**config.mk**
```make
export PLATFORM = sky130hd
export DESIGN_NAME = gtl_fifo
export DESIGN_NICKNAME = d
export VERILOG_FILES = /design/src/rtl/gtl_pkg.sv /design/src/rtl/gtl_fifo.sv
export SDC_FILE = /design/constraint.sdc
export NUM_CORES = 1
export LEC_CHECK = 0
export BUFFER_PORTS_ARGS = -buffer_cell sky130_fd_sc_hd__buf_2
export CAP_MARGIN = 20
export CORE_UTILIZATION = 49
export CTS_CLUSTER_DIAMETER = 60
export DETAILED_ROUTE_END_ITERATION = 8
export GPL_TIMING_DRIVEN = 0
export HOLD_SLACK_MARGIN = 0.12
export PLACE_DENSITY = 0.76
export SKIP_CTS_REPAIR_TIMING = 1
export SYNTH_ARGS = -nofsm -noshare
export SYNTH_HDL_FRONTEND = slang
export SYNTH_SLANG_ARGS = --single-unit
```
**constraint.sdc**
```tcl
create_clock -name i_clk -period 1.65 [get_ports i_clk]
set_input_delay 0.33 -clock i_clk [delete_from_list [all_inputs] [get_ports i_clk]]
set_output_delay 0.33 -clock i_clk [all_outputs]
set_load 0.005 [all_outputs]
```
**src/rtl/gtl_pkg.sv**
```systemverilog
`timescale 1ns / 1ps

package gtl_pkg;

    // Display command bytes and masks.
    localparam logic [7:0] CMD_PAGE    = 8'hB8;
    localparam logic [7:0] CMD_COLUMN  = 8'h40;
    localparam logic [7:0] PAGE_MASK   = 8'h07;
    localparam logic [7:0] COLUMN_MASK = 8'h3F;

    // Character code classes.
    localparam logic [7:0] LINE_LAST       = 8'd8;
    localparam logic [7:0] TERMINAL_CODE   = 8'd9;
    localparam logic [7:0] FIRST_PRINTABLE = 8'd32;
    localparam logic [7:0] LAST_PRINTABLE  = 8'd127;
    localparam logic [7:0] DEGREE_CODE     = 8'd176;
    localparam logic [6:0] DEGREE_INDEX    = 7'd96;

    // Write targets.
    localparam logic [1:0] TGT_LEFT   = 2'd0;
    localparam logic [1:0] TGT_RIGHT  = 2'd1;
    localparam logic [1:0] TGT_SERIAL = 2'd2;

    // Steps of each write sequence.
    localparam logic [2:0] LINE_STEP_LAST  = 3'd3;
    localparam logic [2:0] GLYPH_COLS      = 3'd5;
    localparam logic [2:0] GLYPH_STEP_LAST = 3'd7;

    typedef enum logic [1:0] {
        K_LINE,
        K_SERIAL,
        K_GLYPH
    } t_kind;

    // One classified item as it waits between the front and the back end.
    // For a line select, value holds the page; for a serial byte, the code;
    // for a character cell, the font index.
    typedef struct packed {
        t_kind      kind;
        logic       right;
        logic [7:0] value;
    } t_cmd;

    // Map a character code to its row in the font.
    function automatic logic [6:0] font_index(input logic [7:0] code);
        logic [7:0] diff;
        diff = code - FIRST_PRINTABLE;
        if (code >= FIRST_PRINTABLE && code <= LAST_PRINTABLE) begin
            font_index = diff[6:0];
        end else if (code == DEGREE_CODE) begin
            font_index = DEGREE_INDEX;
        end else begin
            font_index = 7'd0;
        end
    endfunction

    // 5x7 font: column 0 in the top byte, column 4 in the bottom byte.
    function automatic logic [39:0] font_row(input logic [6:0] idx);
        logic [39:0] row;
        unique case (idx)
            7'd0:  row = 40'h0000000000;
            7'd1:  row = 40'h00005F0000;
            7'd2:  row = 40'h0007000700;
            7'd3:  row = 40'h147F147F14;
            7'd4:  row = 40'h242A7F2A12;
            7'd5:  row = 40'h2313086462;
            7'd6:  row = 40'h3649552250;
            7'd7:  row = 40'h0005030000;
            7'd8:  row = 40'h001C224100;
            7'd9:  row = 40'h0041221C00;
            7'd10: row = 40'h082A1C2A08;
            7'd11: row = 40'h08083E0808;
            7'd12: row = 40'h0050300000;
            7'd13: row = 40'h0808080808;
            7'd14: row = 40'h0030300000;
            7'd15: row = 40'h2010080402;
            7'd16: row = 40'h3E5149453E;
            7'd17: row = 40'h00427F4000;
            7'd18: row = 40'h4261514946;
            7'd19: row = 40'h2141454B31;
            7'd20: row = 40'h1814127F10;
            7'd21: row = 40'h2745454539;
            7'd22: row = 40'h3C4A494930;
            7'd23: row = 40'h0171090503;
            7'd24: row = 40'h3649494936;
            7'd25: row = 40'h064949291E;
            7'd26: row = 40'h0036360000;
            7'd27: row = 40'h0056360000;
            7'd28: row = 40'h0008142241;
            7'd29: row = 40'h1414141414;
            7'd30: row = 40'h4122140800;
            7'd31: row = 40'h0201510906;
            7'd32: row = 40'h324979413E;
            7'd33: row = 40'h7E1111117E;
            7'd34: row = 40'h7F49494936;
            7'd35: row = 40'h3E41414122;
            7'd36: row = 40'h7F4141221C;
            7'd37: row = 40'h7F49494941;
            7'd38: row = 40'h7F09090101;
            7'd39: row = 40'h3E41415132;
            7'd40: row = 40'h7F0808087F;
            7'd41: row = 40'h00417F4100;
            7'd42: row = 40'h2040413F01;
            7'd43: row = 40'h7F08142241;
            7'd44: row = 40'h7F40404040;
            7'd45: row = 40'h7F0204027F;
            7'd46: row = 40'h7F0408107F;
            7'd47: row = 40'h3E4141413E;
            7'd48: row = 40'h7F09090906;
            7'd49: row = 40'h3E4151215E;
            7'd50: row = 40'h7F09192946;
            7'd51: row = 40'h4649494931;
            7'd52: row = 40'h01017F0101;
            7'd53: row = 40'h3F4040403F;
            7'd54: row = 40'h1F2040201F;
            7'd55: row = 40'h7F2018207F;
            7'd56: row = 40'h6314081463;
            7'd57: row = 40'h0304780403;
            7'd58: row = 40'h6151494543;
            7'd59: row = 40'h00007F4141;
            7'd60: row = 40'h0204081020;
            7'd61: row = 40'h41417F0000;
            7'd62: row = 40'h0402010204;
            7'd63: row = 40'h4040404040;
            7'd64: row = 40'h0001020400;
            7'd65: row = 40'h2054545478;
            7'd66: row = 40'h7F48444438;
            7'd67: row = 40'h3844444420;
            7'd68: row = 40'h384444487F;
            7'd69: row = 40'h3854545418;
            7'd70: row = 40'h087E090102;
            7'd71: row = 40'h081454543C;
            7'd72: row = 40'h7F08040478;
            7'd73: row = 40'h00447D4000;
            7'd74: row = 40'h2040443D00;
            7'd75: row = 40'h007F102844;
            7'd76: row = 40'h00417F4000;
            7'd77: row = 40'h7C04180478;
            7'd78: row = 40'h7C08040478;
            7'd79: row = 40'h3844444438;
            7'd80: row = 40'h7C14141408;
            7'd81: row = 40'h081414187C;
            7'd82: row = 40'h7C08040408;
            7'd83: row = 40'h4854545420;
            7'd84: row = 40'h043F444020;
            7'd85: row = 40'h3C4040207C;
            7'd86: row = 40'h1C2040201C;
            7'd87: row = 40'h3C4030403C;
            7'd88: row = 40'h4428102844;
            7'd89: row = 40'h0C5050503C;
            7'd90: row = 40'h4464544C44;
            7'd91: row = 40'h0008364100;
            7'd92: row = 40'h00007F0000;
            7'd93: row = 40'h0041360800;
            7'd94: row = 40'h08082A1C08;
            7'd95: row = 40'h081C2A0808;
            7'd96: row = 40'h0007050700;
            default: row = 40'h0000000000;
        endcase
        font_row = row;
    endfunction

endpackage

```
**src/rtl/gtl_fifo.sv**
```systemverilog
`timescale 1ns / 1ps

module gtl_fifo (
    input  logic          i_clk,
    input  logic          i_rst_n,
    input  logic          i_push,
    input  gtl_pkg::t_cmd i_cmd,
    input  logic          i_pop,
    output logic          o_full,
    output logic          o_empty,
    output gtl_pkg::t_cmd o_head
);
    import gtl_pkg::*;

    t_cmd       r_mem [2];
    logic       r_wr_ptr;
    logic       r_rd_ptr;
    logic [1:0] r_count;

    assign o_full  = r_count == 2'd2;
    assign o_empty = r_count == 2'd0;
    assign o_head  = r_mem[r_rd_ptr];

    // Two-entry queue storage.
    always_ff @(posedge i_clk) begin
        if (i_push) begin
            r_mem[r_wr_ptr] <= i_cmd;
        end
    end

    // Pointers and fill level.
    always_ff @(posedge i_clk) begin
        if (!i_rst_n) begin
            r_wr_ptr <= 1'b0;
            r_rd_ptr <= 1'b0;
            r_count  <= 2'd0;
        end else begin
            if (i_push) begin
                r_wr_ptr <= !r_wr_ptr;
            end
            if (i_pop) begin
                r_rd_ptr <= !r_rd_ptr;
            end
            if (i_push && !i_pop) begin
                r_count <= r_count + 2'd1;
            end else if (i_pop && !i_push) begin
                r_count <= r_count - 2'd1;
            end
        end
    end

endmodule

```
==> results of run 1 <==
cells in the final DEF, fill, tap and decap left out:
cell	Yosys	final
o21ai_0	1	1
buf_4	0	1
and2b_2	1	1
nor2b_1	2	2
dfxtp_2	0	1
xor2_1	2	2
and2_1	4	4
ha_1	1	1
clkbuf_4	0	3
mux2_2	11	11
o21a_1	1	1
edfxtp_1	22	22
inv_1	1	1
clkbuf_1	0	1
buf_2	1	27
buf_8	0	1
dfxtp_1	5	4
a21boi_1	1	1
or3_1	1	1
xnor2_1	1	1
nor2_1	1	1
layout make-up:
type / count / area (um^2) / share of cell area (%)
multi-input combinational: 27 / 239 / 19.5
sequential: 27 / 762 / 62.3
tap: 27 / 33.8 / 2.76
inverter: 1 / 3.75 / 0.307
timing repair buffer: 28 / 143 / 11.7
clock buffer: 4 / 26.3 / 2.15
buffer: 1 / 15.0 / 1.23
stage by stage:
stage | hold WS, ns | instance area (um^2)
2_1_floorplan | 0.429 | 1010
3_3_place_gp | 0.480 | 1180
3_5_place_dp | 0.524 | 1180
4_1_cts | 0.174 | 1200
5_1_grt | 0.172 | 1220
6_report | 0.190 | 1220
critical path, cell delays in order (launching register included):
cell and delay [ns]:
dfxtp_2 0.37, buf_8 0.14, mux2_2 0.34, buf_2 0.12
registers in the layout, indices dropped and copies added, names as in the netlist, named ones only:
name      count
r_count       2
r_mem        22
r_rd_ptr      1
r_wr_ptr      1
power by group:
group	internal, mW	switching [mW]
combinational	0.0962	0.0698
clock	0.0947	0.175
sequential	0.782	0.0187
metal layers:
| metal | vias to the layer above | wire (um) |
|---|---|---|
| li1 | 269 | - |
| met1 | 266 | 564 |
| met2 | 18 | 833 |
| met3 | 4 | 70 |
| met4 | 0 | 34 |
| met5 | - | 0 |
cells by family (layout without fill, tap and decap cells):
logic type | after synthesis | in the layout | synth area share (%)
xor gates and xnor gates | 3 | 3 | 2.61
AOI/OAI and AO/OA | 3 | 3 | 1.99
and+or+nand+nor | 9 | 9 | 5.58
buffers and inverters | 2 | 34 | 0.868
DFF | 27 | 27 | 75.4
adders and majority gates | 1 | 1 | 1.24
muxes | 11 | 11 | 12.3
final timing paths:
path                                               from  depth (start not counted)  slack, ns                       to
worst min register to register  r_count[1]$_SDFFE_PN0P_                          2       0.55  r_count[1]$_SDFFE_PN0P_
worst max-delay path                          flip-flop                          3       0.04                o_head[3]
worst max register to register    r_wr_ptr$_SDFFE_PN0P_                          1       0.19    r_mem[0][5]$_DFFE_PP_
worst min-delay path                          i_cmd[10]                          1       0.19   r_mem[1][10]$_DFFE_PP_
==> results.json, run 1 <==
{
  "io_pins": 28,
  "cp_max_fo": 10,
  "start_util_pct": 51.9,
  "finalCriticalPeriod_ns": 1.61,
  "syn_nets": 72,
  "root_buffer": "clkbuf_4",
  "synthTopCellsByArea": "edfxtp_1, mux2_2, dfxtp_1, and2_1, xor2_1",
  "dp.cells": 110,
  "synth_warnings": 0,
  "antenna_found_initial": 0,
  "numCtsBuffers": 3,
  "place_hpwl_mm": 1.05,
  "period_share_pct": 97.8,
  "drt_iter0_drc": 4,
  "syn_area_per_cell_um2": 18.0,
  "num_rows": 16,
  "finalClockSkew_ns": 0.00131,
  "wl_mm": 1.50,
  "power_mw": 1.24,
  "peakVddDrop_mv": 0.507,
  "grt_use_met2_pct": 27.7,
  "htree_levels": 1,
  "numPortBuffers": 27,
  "max_freq_mhz": 620,
  "required_ns": 1.32,
  "wire_per_inst_um": 13.1,
  "finalHoldViolCount": 0,
  "synth_most_common_cell": "edfxtp_1",
  "endpoint_kind": "output pin",
  "pre_cts_ws_ns": 0.00668,
  "core_um2": 1940,
  "die_h_um": 47.4,
  "grt_overflow": 0,
  "synth_edf_count": 22,
  "antenna_left": 0,
  "vias_per_cell": 4.84,
  "setup_violations": 0,
  "synth_ff_type": "edfxtp_1",
  "first_pass_iters": 4,
  "fillers": 176,
  "busiest_layer": "met2",
  "rsz0062_at_grt": "yes",
  "worstMarginPinSlew_ns": 0.971,
  "yosysTopAreaCell": "edfxtp_1",
  "drive_gt1_share_pct": 51.1,
  "met3_usage_pct": 4.23,
  "clock-sinks": 27,
  "cp.arrival_ns": 1.28,
  "die-width_um": 47.4,
  "n_antenna_cell": 0,
  "synth-seq-cells": 27,
  "area_delta_synth_final_pct": 21.2,
  "maxCapViolCount": 0,
  "first_global_vias": 550,
  "clk_path_buf_depth": 2,
  "synthCells": 56,
  "vias": 557,
  "cts_tree": "done",
  "path_clk_slew_ns": 0.13,
  "dieArea_um2": 2240,
  "leakagePower_nw": 0.481,
  "clk_latency_ns": 0.32,
  "ys_types": 16,
  "netlist.area_leader.share_pct": 65.5,
  "hold_path_class": "in2reg",
  "use_met1_pct": 15.5,
  "setup_ws_ns": 0.0362,
  "crit_type": "reg2out",
  "grt_pass1_wl_mm": 2.26,
  "ys_seq_area_share_pct": 75.4,
  "syn_area_um2": 1010,
  "final_net_count": 105,
  "gr-usage-all-layers_pct": 15.5,
  "finalNonFillerCells": 115,
  "fin_util_pct": 63.0,
  "start_kind": "flip-flop",
  "slew_headroom_pct": 35.1,
  "synth_common_cells": "edfxtp_1, mux2_2, dfxtp_1, and2_1",
  "power.density_nw_per_um2": 1010,
  "fin_setup_tns_ns": 0,
  "grt_max_degree": 15,
  "slew_viol_final": 0,
  "status": "finished clean",
  "async_reset_ff_share_pct": 0,
  "routabilityCongestion": 0.635,
  "drc": 0
}
(Power assumes the default switching activity.)
==> inputs of run 2 (changes only) <==
- CTS_BUF_LIST: not set -> sky130_fd_sc_hd__clkbuf_16
==> run 2 against run 1 <==
Net effect:
- clock skew up 0.0021 ns
- non-clock buffer count down 1
- die area did not move
- maximum frequency increased by 1.5%
- critical path depth is the same
- global-route usage is 0.11 points lower
- sequential power about the same
- wire length shrank 3.1%
- clock power rose by 91%
==> results.json, run 2 (same netlist as run 1, synthesis figures left out) <==
{
  "status": "finished clean",
  "clock-sinks": 27,
  "n_antenna_cell": 0,
  "mostFrequentLayoutCells": "buf_2, edfxtp_1, mux2_2, dfxtp_1, and2_1",
  "antenna_left": 0,
  "setup_violations": 0,
  "finalCriticalPeriod_ns": 1.59,
  "fin_setup_tns_ns": 0,
  "top_register": "r_mem",
  "period_share_pct": 96.3,
  "drive_gt1_share_pct": 49.4,
  "htree_levels": 1,
  "path_clk_slew_ns": 0.06,
  "wl_mm": 1.46,
  "die-width_um": 47.4,
  "drt_iter0_drc": 4,
  "io_pins": 28,
  "max_freq_mhz": 629,
  "endpoint_kind": "output pin",
  "fillers": 167,
  "maxCapViolCount": 0,
  "slew_headroom_pct": 32.4,
  "routabilityCongestion": 0.635,
  "slew_viol_final": 0,
  "power.density_nw_per_um2": 1170,
  "vias_per_cell": 4.88,
  "area_delta_synth_final_pct": 24.8,
  "die_h_um": 47.4,
  "crit_type": "reg2out",
  "regArea_um2": 761,
  "dieArea_um2": 2240,
  "wire_per_inst_um": 12.8,
  "gr-usage-all-layers_pct": 15.4,
  "vias": 556,
  "root_buffer": "clkbuf_16",
  "leakagePower_nw": 0.501,
  "biggestRegsByFlops": "r_mem: 22 flops, r_count: 2 flops",
  "numPortBuffers": 27,
  "grt_overflow": 0,
  "start_util_pct": 51.9,
  "drc": 0,
  "core_um2": 1940,
  "numCtsBuffers": 3,
  "rsz0062_at_grt": "no",
  "largest_register_ffs": 22,
  "place_hpwl_mm": 1.05,
  "cts_tree": "done",
  "multiInputGateArea_um2": 239,
  "final_net_count": 104,
  "cp_max_fo": 10,
  "start_kind": "flip-flop",
  "finalHoldViolCount": 0,
  "clk_path_buf_depth": 2,
  "peakVddDrop_mv": 0.733,
  "finalClockSkew_ns": 0.00337,
  "first_pass_iters": 4,
  "num_rows": 16,
  "required_ns": 1.32,
  "hold_path_class": "in2reg",
  "power_mw": 1.47,
  "clk_latency_ns": 0.25,
  "layout_commonest_cell": "buf_2",
  "first_global_vias": 549,
  "worstMarginPinSlew_ns": 1.01,
  "antenna_found_initial": 0,
  "grt_pass1_wl_mm": 2.25,
  "cp.arrival_ns": 1.26,
  "grt_max_degree": 15
}
run 2: changes by cell type in the layout (fill, tap and decap cells not counted), sizes merged:
cell    previous run  this run
inv                1         2
buf               29        28
clkbuf             4         3
run 2: path summary, 6_finish.rpt:
kind,slack [ns],from,depth (start not counted),endpoint
setup / recovery,0.06,flip-flop,3,o_head[9]
hold / removal,0.26,i_cmd[5],1,r_mem[0][5]$_DFFE_PP_
setup reg to reg,0.16,r_wr_ptr$_SDFFE_PN0P_,1,r_mem[0][3]$_DFFE_PP_
hold reg to reg,0.54,r_count[1]$_SDFFE_PN0P_,2,r_count[1]$_SDFFE_PN0P_
run 2: per-stage QoR:
stage                     utilization, %  setup WS (ns)  instances  area, um^2  hold WS (ns)
after detailed placement            60.6        0.00668        110        1180         0.524
final                               64.8         0.0607        114        1260         0.263
after global placement              60.6       -0.00101        110        1180         0.480
after CTS                           64.7        -0.0297        114        1260         0.257
after floorplan                        -          0.357         56        1010         0.429
after global routing                64.8        0.00990        114        1260         0.261
run 2: power by group:
group / internal, mW / switching, mW / total [mW]
clock: 0.323 / 0.191 / 0.514
sequential: 0.783 / 0.0174 / 0.800
combinational: 0.0898 / 0.0698 / 0.160
total: 1.20 / 0.278 / 1.47
run 2: layer usage:
| metal | track usage (%) | up-vias | wire length, um |
|---|---|---|---|
| met4 | 8.57 | 0 | 30 |
| met2 | 28.5 | 16 | 836 |
| met5 | 0 | - | 0 |
| met1 | 15.2 | 271 | 524 |
| met3 | 4.23 | 2 | 64 |
| li1 | - | 267 | - |
run 2: final cells by class:
type                    instances  share of cell area [%]
plain buffers                   1                   0.596
clock buffers                   3                    5.96
clock inverters                 1                   0.298
inverters                       1                   0.298
multi-input cells              27                    19.0
flip-flops and latches         27                    60.4
well taps                      27                    2.68
repair buffers                 27                    10.7
run 2: worst max-delay path: stages, from the launching register on:
cell	delay, ns
dfxtp_1	0.33
buf_4	0.19
mux2_2	0.35
buf_2	0.13
