$ cat src/rtl/gtl_pkg.sv
`timescale 1ns / 1ps

package gtl_pkg;

    // Display command bytes and masks.
    localparam logic [7:0] CMD_PAGE    = 8'hB8;
    localparam logic [7:0] CMD_COLUMN  = 8'h40;
    localparam logic [7:0] PAGE_MASK   = 8'h07;
    localparam logic [7:0] COLUMN_MASK = 8'h3F;

    // Character code classes.
    localparam logic [7:0] LINE_LAST       = 8'd8;
    localparam logic [7:0] TERMINAL_CODE   = 8'd9;
    localparam logic [7:0] FIRST_PRINTABLE = 8'd32;
    localparam logic [7:0] LAST_PRINTABLE  = 8'd127;
    localparam logic [7:0] DEGREE_CODE     = 8'd176;
    localparam logic [6:0] DEGREE_INDEX    = 7'd96;

    // Write targets.
    localparam logic [1:0] TGT_LEFT   = 2'd0;
    localparam logic [1:0] TGT_RIGHT  = 2'd1;
    localparam logic [1:0] TGT_SERIAL = 2'd2;

    // Steps of each write sequence.
    localparam logic [2:0] LINE_STEP_LAST  = 3'd3;
    localparam logic [2:0] GLYPH_COLS      = 3'd5;
    localparam logic [2:0] GLYPH_STEP_LAST = 3'd7;

    typedef enum logic [1:0] {
        K_LINE,
        K_SERIAL,
        K_GLYPH
    } t_kind;

    // One classified item as it waits between the front and the back end.
    // For a line select, value holds the page; for a serial byte, the code;
    // for a character cell, the font index.
    typedef struct packed {
        t_kind      kind;
        logic       right;
        logic [7:0] value;
    } t_cmd;

    // Map a character code to its row in the font.
    function automatic logic [6:0] font_index(input logic [7:0] code);
        logic [7:0] diff;
        diff = code - FIRST_PRINTABLE;
        if (code >= FIRST_PRINTABLE && code <= LAST_PRINTABLE) begin
            font_index = diff[6:0];
        end else if (code == DEGREE_CODE) begin
            font_index = DEGREE_INDEX;
        end else begin
            font_index = 7'd0;
        end
    endfunction

    // 5x7 font: column 0 in the top byte, column 4 in the bottom byte.
    function automatic logic [39:0] font_row(input logic [6:0] idx);
        logic [39:0] row;
        unique case (idx)
            7'd0:  row = 40'h0000000000;
            7'd1:  row = 40'h00005F0000;
            7'd2:  row = 40'h0007000700;
            7'd3:  row = 40'h147F147F14;
            7'd4:  row = 40'h242A7F2A12;
            7'd5:  row = 40'h2313086462;
            7'd6:  row = 40'h3649552250;
            7'd7:  row = 40'h0005030000;
            7'd8:  row = 40'h001C224100;
            7'd9:  row = 40'h0041221C00;
            7'd10: row = 40'h082A1C2A08;
            7'd11: row = 40'h08083E0808;
            7'd12: row = 40'h0050300000;
            7'd13: row = 40'h0808080808;
            7'd14: row = 40'h0030300000;
            7'd15: row = 40'h2010080402;
            7'd16: row = 40'h3E5149453E;
            7'd17: row = 40'h00427F4000;
            7'd18: row = 40'h4261514946;
            7'd19: row = 40'h2141454B31;
            7'd20: row = 40'h1814127F10;
            7'd21: row = 40'h2745454539;
            7'd22: row = 40'h3C4A494930;
            7'd23: row = 40'h0171090503;
            7'd24: row = 40'h3649494936;
            7'd25: row = 40'h064949291E;
            7'd26: row = 40'h0036360000;
            7'd27: row = 40'h0056360000;
            7'd28: row = 40'h0008142241;
            7'd29: row = 40'h1414141414;
            7'd30: row = 40'h4122140800;
            7'd31: row = 40'h0201510906;
            7'd32: row = 40'h324979413E;
            7'd33: row = 40'h7E1111117E;
            7'd34: row = 40'h7F49494936;
            7'd35: row = 40'h3E41414122;
            7'd36: row = 40'h7F4141221C;
            7'd37: row = 40'h7F49494941;
            7'd38: row = 40'h7F09090101;
            7'd39: row = 40'h3E41415132;
            7'd40: row = 40'h7F0808087F;
            7'd41: row = 40'h00417F4100;
            7'd42: row = 40'h2040413F01;
            7'd43: row = 40'h7F08142241;
            7'd44: row = 40'h7F40404040;
            7'd45: row = 40'h7F0204027F;
            7'd46: row = 40'h7F0408107F;
            7'd47: row = 40'h3E4141413E;
            7'd48: row = 40'h7F09090906;
            7'd49: row = 40'h3E4151215E;
            7'd50: row = 40'h7F09192946;
            7'd51: row = 40'h4649494931;
            7'd52: row = 40'h01017F0101;
            7'd53: row = 40'h3F4040403F;
            7'd54: row = 40'h1F2040201F;
            7'd55: row = 40'h7F2018207F;
            7'd56: row = 40'h6314081463;
            7'd57: row = 40'h0304780403;
            7'd58: row = 40'h6151494543;
            7'd59: row = 40'h00007F4141;
            7'd60: row = 40'h0204081020;
            7'd61: row = 40'h41417F0000;
            7'd62: row = 40'h0402010204;
            7'd63: row = 40'h4040404040;
            7'd64: row = 40'h0001020400;
            7'd65: row = 40'h2054545478;
            7'd66: row = 40'h7F48444438;
            7'd67: row = 40'h3844444420;
            7'd68: row = 40'h384444487F;
            7'd69: row = 40'h3854545418;
            7'd70: row = 40'h087E090102;
            7'd71: row = 40'h081454543C;
            7'd72: row = 40'h7F08040478;
            7'd73: row = 40'h00447D4000;
            7'd74: row = 40'h2040443D00;
            7'd75: row = 40'h007F102844;
            7'd76: row = 40'h00417F4000;
            7'd77: row = 40'h7C04180478;
            7'd78: row = 40'h7C08040478;
            7'd79: row = 40'h3844444438;
            7'd80: row = 40'h7C14141408;
            7'd81: row = 40'h081414187C;
            7'd82: row = 40'h7C08040408;
            7'd83: row = 40'h4854545420;
            7'd84: row = 40'h043F444020;
            7'd85: row = 40'h3C4040207C;
            7'd86: row = 40'h1C2040201C;
            7'd87: row = 40'h3C4030403C;
            7'd88: row = 40'h4428102844;
            7'd89: row = 40'h0C5050503C;
            7'd90: row = 40'h4464544C44;
            7'd91: row = 40'h0008364100;
            7'd92: row = 40'h00007F0000;
            7'd93: row = 40'h0041360800;
            7'd94: row = 40'h08082A1C08;
            7'd95: row = 40'h081C2A0808;
            7'd96: row = 40'h0007050700;
            default: row = 40'h0000000000;
        endcase
        font_row = row;
    endfunction

endpackage

$ cat src/rtl/gtl_front.sv
`timescale 1ns / 1ps

module gtl_front #(
    parameter int CHARS_PER_HALF = 8
) (
    input  logic          i_clk,
    input  logic          i_rst_n,
    input  logic          i_in_valid,
    output logic          o_in_ready,
    input  logic [7:0]    i_char_code,
    input  logic          i_full,
    output logic          o_push,
    output gtl_pkg::t_cmd o_cmd
);
    import gtl_pkg::*;

    logic [7:0] r_char_count;
    logic       r_terminal;
    logic [7:0] n_char_count;
    logic       n_terminal;
    logic [7:0] page;

    assign o_in_ready = !i_full;
    assign o_push     = i_in_valid && !i_full;
    assign page       = (i_char_code - 8'd1) & PAGE_MASK;

    // Classify the incoming code and work out the line state it leaves.
    always_comb begin
        n_char_count = r_char_count;
        n_terminal   = r_terminal;
        o_cmd.right  = 1'b0;
        if (i_char_code <= LINE_LAST) begin
            o_cmd.kind   = K_LINE;
            o_cmd.value  = page;
            n_char_count = 8'd0;
            n_terminal   = 1'b0;
        end else if (i_char_code == TERMINAL_CODE || r_terminal) begin
            o_cmd.kind  = K_SERIAL;
            o_cmd.value = i_char_code;
            n_terminal  = 1'b1;
        end else begin
            o_cmd.kind   = K_GLYPH;
            o_cmd.right  = !(r_char_count < 8'(CHARS_PER_HALF));
            o_cmd.value  = {1'b0, font_index(i_char_code)};
            n_char_count = r_char_count + 8'd1;
        end
    end

    // Line state advances on each accepted transfer.
    always_ff @(posedge i_clk) begin
        if (!i_rst_n) begin
            r_char_count <= 8'd0;
            r_terminal   <= 1'b0;
        end else if (o_push) begin
            r_char_count <= n_char_count;
            r_terminal   <= n_terminal;
        end
    end

endmodule

$ cat config.mk
export PLATFORM = sky130hd
export DESIGN_NAME = gtl_front
export DESIGN_NICKNAME = d
export VERILOG_FILES = /design/src/rtl/gtl_pkg.sv /design/src/rtl/gtl_front.sv
export SDC_FILE = /design/constraint.sdc
export NUM_CORES = 1
export LEC_CHECK = 0
export BUFFER_PORTS_ARGS = -buffer_cell sky130_fd_sc_hd__buf_2
export CELL_PAD_IN_SITES_DETAIL_PLACEMENT = 0
export CELL_PAD_IN_SITES_GLOBAL_PLACEMENT = 1
export CORE_ASPECT_RATIO = 1.1
export CORE_MARGIN = 3
export CORE_UTILIZATION = 35
export DETAILED_ROUTE_END_ITERATION = 10
export MAX_ROUTING_LAYER = met4
export PLACE_DENSITY = 0.74
export SETUP_SLACK_MARGIN = 0.5
export SLEW_MARGIN = 20
export SYNTH_ARGS = -nofsm -noshare
export SYNTH_HDL_FRONTEND = slang
export SYNTH_SLANG_ARGS = --single-unit
$ cat constraint.sdc
create_clock -name i_clk -period 2.1 [get_ports i_clk]
set_input_delay 0.21 -clock i_clk [delete_from_list [all_inputs] [get_ports i_clk]]
set_output_delay 0.21 -clock i_clk [all_outputs]
set_load 0.05 [all_outputs]
==> summary.md, run 1 <==
| Metric | Value |
|---|---|
| Hold buffer count at cts | 0 |
| Via count | 993 |
| Reg power frac | 32.8% |
| Pleak | 0.5778 nW |
| Final setup viols | 0 |
| Worst Path Required | 1890 ps |
| Slew @ Worst Pin | 446.6 ps |
| F_max | 509.0 MHz |
| Synth Register Bits | 9 |
| Synth Flop Type | dfxtp_1 |
| P_sw | 0.0001958 W |
| RR Startpoint | r_char_count[0]$_SDFFE_PN0P_ |
| Post-synth EDFFs | 0 |
| Seq/Total Area, Yosys | between 20% and 30% |
| R2R depth | 6 |
| HP Class | input pin to register |
| Final net count | around 170 |
| Max Clock Skew | 0.6951 ps |
| Syn nets | 123 |
| Clock Latency Late Sink | 260 ps |
| Slew HR | 70.16% |
| Drc violations | 0 |
| CP peak stage delay | 460 ps |
| Post-route ant nets | 0 |
| Chip Height | approximately 56 um |
| Worst path slowest cell | or4b_4 |
| Ys async rst share | 0% |
| Post-Syn Area | about 800 um2 |
| Core Rows | 17 |
| Non-filler cells in the finished layout | 177 |
| Crit Path Max Fanout | 4 |
| Initial Utilization | 38.54% |
| Synthesized netlist cell count | 106 |
| Comb power frac | 41.5% |
| Via density | around 5.6 |
| Net Sw Frac | 36.81% |
| Post-DP HPWL | 1735 um |
| Max_cap viols | 0 |
| Top cells by area, synth | dfxtp_1 (22%), ha_1 (7.8%), nand2_1 (6.5%) |
| PwrDens | 348.4 nW/um2 |
| DR iter-0 viols | 14 |
| Global-route wire length before repair | 4243 um |
| Max Slew Vio Count | 0 |
| Cells after DPL | 162 |
| Worst hold path startpoint | i_rst_n |
| Setup CP Type | input pin to output pin |
| Final period utilization | 93.56% |
| Design Power | 0.0005318 W |
| Top-area cell type share of the netlist area | 22.43% |
| Root Buffer | clkbuf_4 |
| Max VDD drop | between 300 and 400 uV |
| H-tree Lvls | 1 |
| Worst R2R End | r_char_count[6]$_SDFFE_PN0P_ |
| Internal power | roughly 0.00034 W |
| YS warnings | 0 |
| Die area | 2906 um2 |
| Min Tclk post-route | 1965 ps |
| Total GRT Usage | 18.88% |
| RSZ-0062 raised after global routing | true |
| Largest net degree at the start of global routing | 13 |
| Status | complete, no violations |
| Total CTS buffers | 3 |
| Core area | 2085 um2 |
| Area Overhead vs Synth | 90.03% |
| Critical path origin | i_char_code[6] |
| CP Capture Type | output pin |
| Congestion Overflow GR | 0 |
| Drt first pass iters | 4 |
| Post-Route WL | between 2000 and 3000 um |
| Vias in the first global route | between 900 and 1000 |
| Buffers on Ports | 24 |
| Crit path cell chain | buf_12, inv_12, ha_4, or4b_4, nor3_4, o31a_1, o21ai_2, a22oi_2, buf_6 |
| Worst setup endpoint | o_cmd[0] |
| TritonCTS clock tree | done |
| Share of cells above drive strength 1 | a little under three fifths |
| Synth cell types | 42 |
| RD Place Congestion | 0.7729 |
| CTS clk-pin slew, worst paths | 60 ps |
| CP Launch Type | input pin |
| CTS max path bufs | 2 |
| CP arrival | roughly 1800 ps |
| WL/cell | 15.68 um |
| Area leader, netlist | dfxtp_1 |
| Reg2reg setup slack | roughly 470 ps |
| Die Wd | between 50 and 60 um |
| Clk pwr share | 25.7% |
| Final-report hold violation count | 0 |
| Clock sink count | 9 |
| Syn_area_per_cell | 7.578 um2 |
| # IOs | 25 |
| Diodes inserted | 0 |
| Initial antenna violation count | 0 |
| Sum of negative setup slack | 0 ps |
[cells in the final DEF (no fill, tap or decap), drive strengths merged, types with 2 or more instances in the layout]
cell type	instances
a21boi	2
clkbuf	4
o21ai	10
nand3	5
o21a	2
a31oi	2
nand2b	4
nand2	14
a21oi	3
nor2	7
nor2b	4
nor3	2
inv	8
o311ai	2
dfxtp	9
ha	5
o211ai	2
buf	41
o22ai	3
o31ai	2
nand4	2
[per-stage QoR]
| stage | utilization (%) | hold WS [ps] | area, um2 | worst slack, ps |
|---|---|---|---|---|
| 6_report | 73.23 | 348.3 | 1526 | 135.2 |
| 5_1_grt | 73.23 | 365.2 | 1526 | 90.89 |
| 4_1_cts | 69.21 | 311.8 | 1443 | 98.78 |
| 3_5_place_dp | 55.58 | 465.4 | 1159 | 13.03 |
| 3_3_place_gp | 55.58 | 459.0 | 1159 | 26.81 |
| 2_1_floorplan | - | 361.9 | 967.2 | 181.6 |
[layout make-up]
cell class                      count  area (um2)
Timing Repair Buffer               41       385.4
Inverter                            9       67.56
Multi-Input combinational cell     86       828.3
Sequential cell                     9       183.9
Clock buffer                        4       26.28
Fill cell                         170       558.0
Tap cell                           28       35.03
[synthesized netlist by cell type, types with 2 or more instances]
cell      count
nor3_1        2
nand2_1      14
o311ai_1      2
nand4_1       2
nand2b_1      4
a21oi_1       3
o22ai_1       2
o21a_1        2
o211ai_1      2
inv_1         8
nor2b_1       4
o21ai_1       4
ha_1          5
dfxtp_1       9
o21ai_0       6
o31ai_1       2
nand3_1       5
nor2_1        6
[repair_timing]
item                                    in CTS  in global routing
pin swaps                                   16                 10
cloned                                       0                  0
setup buffers                               10                  1
resized for setup                           52                 16
endpoints found under the setup margin      11                 17
[sequential cells by signal, indices dropped and copies added, names as in the netlist]
name	flops
r_char_count	8
r_terminal	1
[power groups by stage]
stage	registers (W)	logic (W)	clock network, W
CTS	0.000174	0.000209	0.000136
floorplan	0.000178	0.000116	0
global placement	0.000179	0.000165	0
global route	0.000175	0.000232	0.000144
finish	0.000174	0.000221	0.000137
detailed placement	0.000179	0.000167	0
[worst min path at each step]
stage                              endpoint  slack, ps  cells after the start
3_5_place_dp   r_char_count[7]$_SDFFE_PN0P_        470                      1
3_3_place_gp   r_char_count[7]$_SDFFE_PN0P_        460                      1
5_1_grt             r_terminal$_SDFFE_PN0P_        370                      2
6_report            r_terminal$_SDFFE_PN0P_        350                      2
4_1_cts             r_terminal$_SDFFE_PN0P_        310                      2
2_1_floorplan  r_char_count[3]$_SDFFE_PN0P_        360                      2
[logic make-up (layout without fill, tap and decap cells)]
family / after synthesis / count (layout) / share of synthesized area [%]
adders and majority gates: 5 / 5 / 7.788
AOI/OAI and AO/OA: 35 / 35 / 32.09
DFF: 9 / 9 / 22.43
and+or+nand+nor: 45 / 45 / 31.31
xor gates and xnor gates: 1 / 1 / 1.091
buffers and inverters: 11 / 54 / 5.295
[routing by layer]
layer | part of all wire (%) | vias to the layer above | GRT usage [%] | wire length [um]
li1 | - | 478 | - | -
met1 | 40 | 479 | 21.43 | 1103
met2 | 55 | 32 | 33.64 | 1516
met3 | 4.4 | 4 | 1.072 | 121
met4 | 1.2 | 0 | 7.491 | 33
met5 | 0 | - | - | 0
[critical path, delay by kind of cell]
family | cells | cell delay, ps
fa+ha+maj | 1 | 110
simple gates | 2 | 600
buf+inv | 3 | 330
compound gates | 3 | 490
(Power assumes the default switching activity.)
==> run 2, diff against run 1 <==
--- a/config.mk
+++ b/config.mk
@@ -10,10 +10,10 @@
 export CELL_PAD_IN_SITES_GLOBAL_PLACEMENT = 1
 export CORE_ASPECT_RATIO = 1.1
 export CORE_MARGIN = 3
-export CORE_UTILIZATION = 35
+export CORE_UTILIZATION = 32
 export DETAILED_ROUTE_END_ITERATION = 10
 export MAX_ROUTING_LAYER = met4
-export PLACE_DENSITY = 0.74
+export PLACE_DENSITY = 0.72
 export SETUP_SLACK_MARGIN = 0.5
 export SLEW_MARGIN = 20
 export SYNTH_ARGS = -nofsm -noshare
==> constraint.sdc (replaced) <==
create_clock -name i_clk -period 1.6 [get_ports i_clk]
set_input_delay 0.16 -clock i_clk [delete_from_list [all_inputs] [get_ports i_clk]]
set_output_delay 0.16 -clock i_clk [all_outputs]
set_load 0.05 [all_outputs]
==> run 2 against run 1 <==
The run now ends with negative setup slack left. Register-to-register slack got worse by 450 ps. Core utilization is 3.3 points higher. Worst setup slack worse by 420 ps. Global-route usage grew 0.15 points. Sequential share of layout area decreased by 1.5 points. Hold slack lost 77 ps. Clock-buffer cell count unchanged. Final cell count grew 13%. Clock power is 33% higher. Sequential power rose by 32%. Via count is 5.8% higher. Critical endpoint is now o_cmd[1].
==> summary.md, run 2 (synthesis results as in run 1) <==
| Metric | Value |
|---|---|
| Status | complete, but fails checks |
| Failing checks | negative setup slack |
| R2R depth | 8 |
| Pleak | between 0.6 and 0.7 nW |
| Setup WS pre-CTS | -356.0 ps |
| CP arrival | approximately 1700 ps |
| Reg power frac | 31.2% |
| Core area | 2320 um2 |
| Reg with most FFs | r_char_count |
| Global-route wire length before repair | between 4000 and 5000 um |
| Slew @ Worst Pin | 405.1 ps |
| Share of cells above drive strength 1 | 67.06% |
| RD Place Congestion | roughly 0.82 |
| Drt first pass iters | 4 |
| Buffers on Ports | 24 |
| CTS max path bufs | 2 |
| PwrDens | about 410 nW/um2 |
| Most frequent cells in the layout | buf_4 (23), buf_6 (22), nand2_1 (10), buf_2 (10) |
| Hold EP | r_terminal$_SDFFE_PN0P_ |
| Setup CP Type | input pin to output pin |
| Via count | 1051 |
| Initial antenna violation count | 0 |
| Congestion Overflow GR | 0 |
| Max VDD drop | 519.1 uV |
| Comb power frac | between 40% and 50% |
| Worst hold path startpoint | i_in_valid |
| Final-report hold violation count | 0 |
| HP Class | input pin to register |
| Util after Layout | about three quarters |
| RSZ-0062 raised after global routing | true |
| Worst Path Required | 1440 ps |
| Crit Path Max Fanout | 4 |
| WL/cell | approximately 15 um |
| Final setup viols | 10 |
| H-tree Lvls | 1 |
| Cells after DPL | 183 |
| Via density | 5.255 |
| Drc violations | 0 |
| CTS clk-pin slew, worst paths | 60 ps |
| Clock Latency Late Sink | 260 ps |
| Hold depth | 4 |
| Initial Utilization | 34.63% |
| Vias in the first global route | slightly below 1000 |
| CP Capture Type | output pin |
| Sum of negative setup slack | -1589 ps |
| Total CTS buffers | 3 |
| Crit path cell chain | buf_12, inv_12, ha_4, or4b_4, nor3_4, o31a_1, buf_4, nor2_4, a21oi_4, buf_6 |
| Worst path slowest cell | or4b_4 |
| P_sw | between 0.0002 and 0.0003 W |
| Die area | 3148 um2 |
| Die Wd | 53.77 um |
| Non-filler cells in the finished layout | 200 |
| Total GRT Usage | 19.03% |
| CP peak stage delay | 460 ps |
| CP Launch Type | input pin |
| DR iter-0 viols | 43 |
| RR Startpoint | r_terminal$_SDFFE_PN0P_ |
| # IOs | 25 |
| Design Area, Final | 1775 um2 |
| Min Tclk post-route | between 1500 and 2000 ps |
| Slew HR | between 70% and 80% |
| Largest net degree at the start of global routing | 13 |
| Reg2reg setup slack | 20 ps |
| Post-route ant nets | 0 |
| Placed cell areas | 1300 um2 |
| Internal power | 0.0004630 W |
| Max Slew Vio Count | 0 |
| Net Sw Frac | a little under two fifths |
| Post-DP HPWL | 1933 um |
| Clock sink count | 9 |
| Worst R2R End | r_char_count[7]$_SDFFE_PN0P_ |
| Final period utilization | 117.6% |
| Post-Route WL | 2901 um |
| Most common cell after layout, fill and taps aside | buf_4 |
| F_max | ~530 MHz |
| Diodes inserted | 0 |
| Final net count | between 150 and 200 |
| TritonCTS clock tree | done |
| Largest regs | r_char_count: 8 flops, r_terminal: 1 flops |
| Max_cap viols | 0 |
| Max Clock Skew | between 1 and 1.5 ps |
| Root Buffer | clkbuf_4 |
| Area Overhead vs Synth | 121.0% |
| Clk pwr share | roughly a quarter |
| Chip Height | slightly below 60 um |
| Core Rows | 18 |
| Largest register FFs | 8 |
| Slack of the critical path | -280.9 ps |
[run 2: cell types whose count changed in the layout (fill, tap and decap cells not counted), sizes merged]
cell / change
inv: -1
buf: +21
clkinvlp: +1
[run 2: what timing repair did]
item,4_1_cts,5_1_grt
cloned,0,0
pin swaps,6,19
buffers inserted,6,7
gates resized for setup,55,36
endpoints found under the setup margin,21,21
hold buffers,0,0
[run 2: worst max-delay path by stage]
stage	startpoint	to	depth (start not counted)
5_1_grt	i_char_code[6]	o_cmd[0]	9
4_1_cts	i_char_code[6]	o_cmd[1]	10
6_report	i_char_code[6]	o_cmd[1]	10
2_1_floorplan	i_char_code[6]	o_cmd[0]	7
3_3_place_gp	i_char_code[6]	o_cmd[0]	9
3_5_place_dp	i_char_code[6]	o_cmd[0]	9
[run 2: metrics by stage]
stage / total power [W] / hold WS (ps)
after floorplan: 0.0003863 / 311.9
after global placement: 0.0004690 / 462.7
after detailed placement: 0.0004746 / 480.5
after CTS: 0.0007018 / 265.6
after global routing: 0.0007745 / 282.2
final: 0.0007331 / 271.3
[run 2: metal layers]
metal | global-route usage [%] | vias to the layer above | share of wire (%)
li1 | - | 522 | -
met1 | 23.41 | 495 | 42
met2 | 30.80 | 32 | 52
met3 | 6.329 | 2 | 5.1
met4 | 2.190 | 0 | 0.45
met5 | - | - | 0
[run 2: area by class of cell]
class                           instances  area, um2
Sequential cell                         9      186.4
Timing Repair Buffer                   62      580.6
Multi-Input combinational cell         86      880.8
Clock buffer                            4      26.28
Inverter                                9      63.81
Tap cell                               30      37.54
Fill cell                             148      544.3
[run 2: critical path, delay by kind of cell]
family          cells  cell delay [ps]
compound gates      2              350
fa+ha+maj           1              100
buf+inv             4              480
simple gates        3              630
[run 2: power by group through the flow]
stage,sequential [W],combinational [W],clock (W)
3_5_place_dp,0.000235,0.000240,0
3_3_place_gp,0.000234,0.000235,0
2_1_floorplan,0.000234,0.000152,0
6_report,0.000229,0.000322,0.000182
5_1_grt,0.000230,0.000343,0.000202
4_1_cts,0.000228,0.000289,0.000184
==> run 3, diff against run 2 <==
--- a/config.mk
+++ b/config.mk
@@ -12,6 +12,7 @@
 export CORE_MARGIN = 3
 export CORE_UTILIZATION = 32
 export DETAILED_ROUTE_END_ITERATION = 10
+export GPL_TIMING_DRIVEN = 0
 export MAX_ROUTING_LAYER = met4
 export PLACE_DENSITY = 0.72
 export SETUP_SLACK_MARGIN = 0.5
@@ -19,3 +20,4 @@
 export SYNTH_ARGS = -nofsm -noshare
 export SYNTH_HDL_FRONTEND = slang
 export SYNTH_SLANG_ARGS = --single-unit
+export TNS_END_PERCENT = 50
==> run 3 against run 2 <==
Power shrank 8.8%. The flow still finishes with violations (negative setup slack). Non-clock buffer count fell by 24. Global-route usage fell by 0.81 points. Flip-flop and latch count is the same. Worst setup slack improved by 40 ps. Die area unchanged. Routed wire length fell by 17%. Highest routed layer unchanged.
==> summary.md, run 3 (synthesis results as in run 1) <==
| Metric | Value |
|---|---|
| Most common cell after layout, fill and taps aside | buf_4 |
| Final period utilization | 115.0% |
| Share of cells above drive strength 1 | between 40 and 50% |
| Worst path slowest cell | or4b_4 |
| PwrDens | approximately 480 nW/um2 |
| CP arrival | 1680 ps |
| Net Sw Frac | between 30% and 40% |
| Setup CP Type | input pin to output pin |
| Initial antenna violation count | 0 |
| H-tree Lvls | 1 |
| Slack of the critical path | -240.4 ps |
| Total GRT Usage | roughly 18% |
| Failing checks | negative setup slack |
| Max Slew Vio Count | 0 |
| Clock Latency Late Sink | 260 ps |
| WL/cell | 13.73 um |
| Internal power | approximately 0.00043 W |
| HP Class | input pin to register |
| Drt first pass iters | 4 |
| Initial Utilization | between 30 and 40% |
| Vias in the first global route | around 920 |
| Final net count | 164 |
| CP Capture Type | output pin |
| Pleak | 0.5371 nW |
| Hold buffer count at cts | 0 |
| Max VDD drop | 423.0 uV |
| RD Place Congestion | 0.7293 |
| Reg with most FFs | r_char_count |
| Final setup viols | 7 |
| Max Clock Skew | 1.060 ps |
| P_sw | between 0.0002 and 0.00025 W |
| Largest register FFs | 8 |
| Drc violations | 0 |
| Area Overhead vs Synth | 71.65% |
| # IOs | 25 |
| Crit Path Max Fanout | 4 |
| Max_cap viols | 0 |
| Via density | 5.290 |
| Crit path cell chain | buf_12, inv_12, ha_4, or4b_4, nor3_4, o31a_1, o21ai_1, a22oi_2, buf_6 |
| Worst hold slack | around 200 ps |
| F_max | 543.4 MHz |
| Global-route wire length before repair | 4257 um |
| CP peak stage delay | ~460 ps |
| Core area | 2320 um2 |
| Clock sink count | 9 |
| Total CTS buffers | 3 |
| Slew @ Worst Pin | around 470 ps |
| CTS max path bufs | 2 |
| Status | complete, but fails checks |
| CP top delay family | simple AND/OR/NAND/NOR gates |
| Root Buffer | clkbuf_4 |
| Congestion Overflow GR | 0 |
| Largest net degree at the start of global routing | 11 |
| Clk pwr share | between 20% and 30% |
| Slew HR | 68.78% |
| Die area | 3148 um2 |
| Diodes inserted | 0 |
| Post-Route WL | roughly 2400 um |
| Die Wd | 53.77 um |
| Reg power frac | 34.2% |
| Min Tclk post-route | 1840 ps |
| CP Launch Type | input pin |
| Comb power frac | between 30% and 40% |
| Largest regs | r_char_count: 8 flops, r_terminal: 1 flops |
| Worst Path Required | 1440 ps |
| Design Power | between 0.0006 and 0.0007 W |
| CTS clk-pin slew, worst paths | 60 ps |
| Post-route ant nets | 0 |
| Most frequent cells in the layout | buf_4 (12), nand2_1 (11), buf_2 (10) |
| Via count | 931 |
| RSZ-0062 raised after global routing | true |
| Chip Height | between 50 and 60 um |
| Buf/Inv on CP | 3 |
| TritonCTS clock tree | done |
| Buffers on Ports | 23 |
| DR iter-0 viols | 29 |
| Final-report hold violation count | 0 |
| Post-DP HPWL | approximately 1800 um |
| Core Rows | 18 |
## run 3: cell count changes in the layout (fill, tap and decap cells not counted), moves of 2 or more
cell / change
buf_4: -11
o311ai_1: +2
o21ai_0: +3
o22ai_1: +2
o22ai_2: -2
nor2_4: -2
o21ai_2: -2
buf_8: -2
nor2_1: +2
buf_6: -13
## run 3: area by class of cell
| class | count | area [um2] |
|---|---|---|
| fillers | 221 | 940.9 |
| flip-flops and latches | 9 | 186.4 |
| clock buffers | 4 | 26.28 |
| plain buffers | 2 | 8.758 |
| inverters | 9 | 60.06 |
| multi-input cells | 86 | 738.2 |
| well taps | 30 | 37.54 |
| repair buffers | 36 | 321.6 |
## run 3: timing repair
action                     CTS  global route
setup endpoints to repair   20            21
buffers inserted            12             1
pin swaps                    8             4
resized for setup           40             4
## run 3: worst register-to-register path: cells and delay by family, from the launching register on
family / cells / cell delay (ps)
buffers and inverters: 2 / 270
AND/OR/NAND/NOR: 3 / 630
AO/OA/AOI/OAI: 2 / 230
flip-flops: 1 / 380
## run 3: power by group through the flow
stage               sequential [W]  clock (W)  combinational, W
global route              0.000229   0.000200          0.000280
floorplan                 0.000234          0          0.000151
CTS                       0.000228   0.000187          0.000257
finish                    0.000229   0.000179          0.000261
global placement          0.000235          0          0.000209
detailed placement        0.000235          0          0.000213
## run 3: worst paths after layout
check	from	endpoint	slack, ps	cells past startpoint
max	i_char_code[6]	o_cmd[0]	-240	9
max reg2reg	r_terminal$_SDFFE_PN0P_	r_char_count[3]$_SDFFE_PN0P_	40	7
min reg2reg	r_char_count[0]$_SDFFE_PN0P_	r_char_count[0]$_SDFFE_PN0P_	480	1
min	i_rst_n	r_char_count[3]$_SDFFE_PN0P_	200	3
## run 3: per-layer routing
metal | track usage, % | wire length, um | up-vias
met2 | 26.99 | 1136 | 23
met4 | 3.285 | 16 | 0
met1 | 25.04 | 1134 | 429
li1 | - | - | 477
met5 | - | 0 | -
met3 | 4.557 | 129 | 2
## run 3: per-stage QoR
step / setup slack (ps) / TNS (ps) / utilization (%) / std cells / area, um2
detailed placement: -527.1 / -3708 / 47.90 / 159 / 1111
global placement: -498.6 / -3333 / 47.90 / 159 / 1111
finish: -240.4 / -1247 / 59.44 / 176 / 1379
global route: -306.1 / -1948 / 59.44 / 176 / 1379
floorplan: -218.4 / -624.2 / - / 106 / 958.4
CTS: -298.9 / -1649 / 58.63 / 175 / 1360
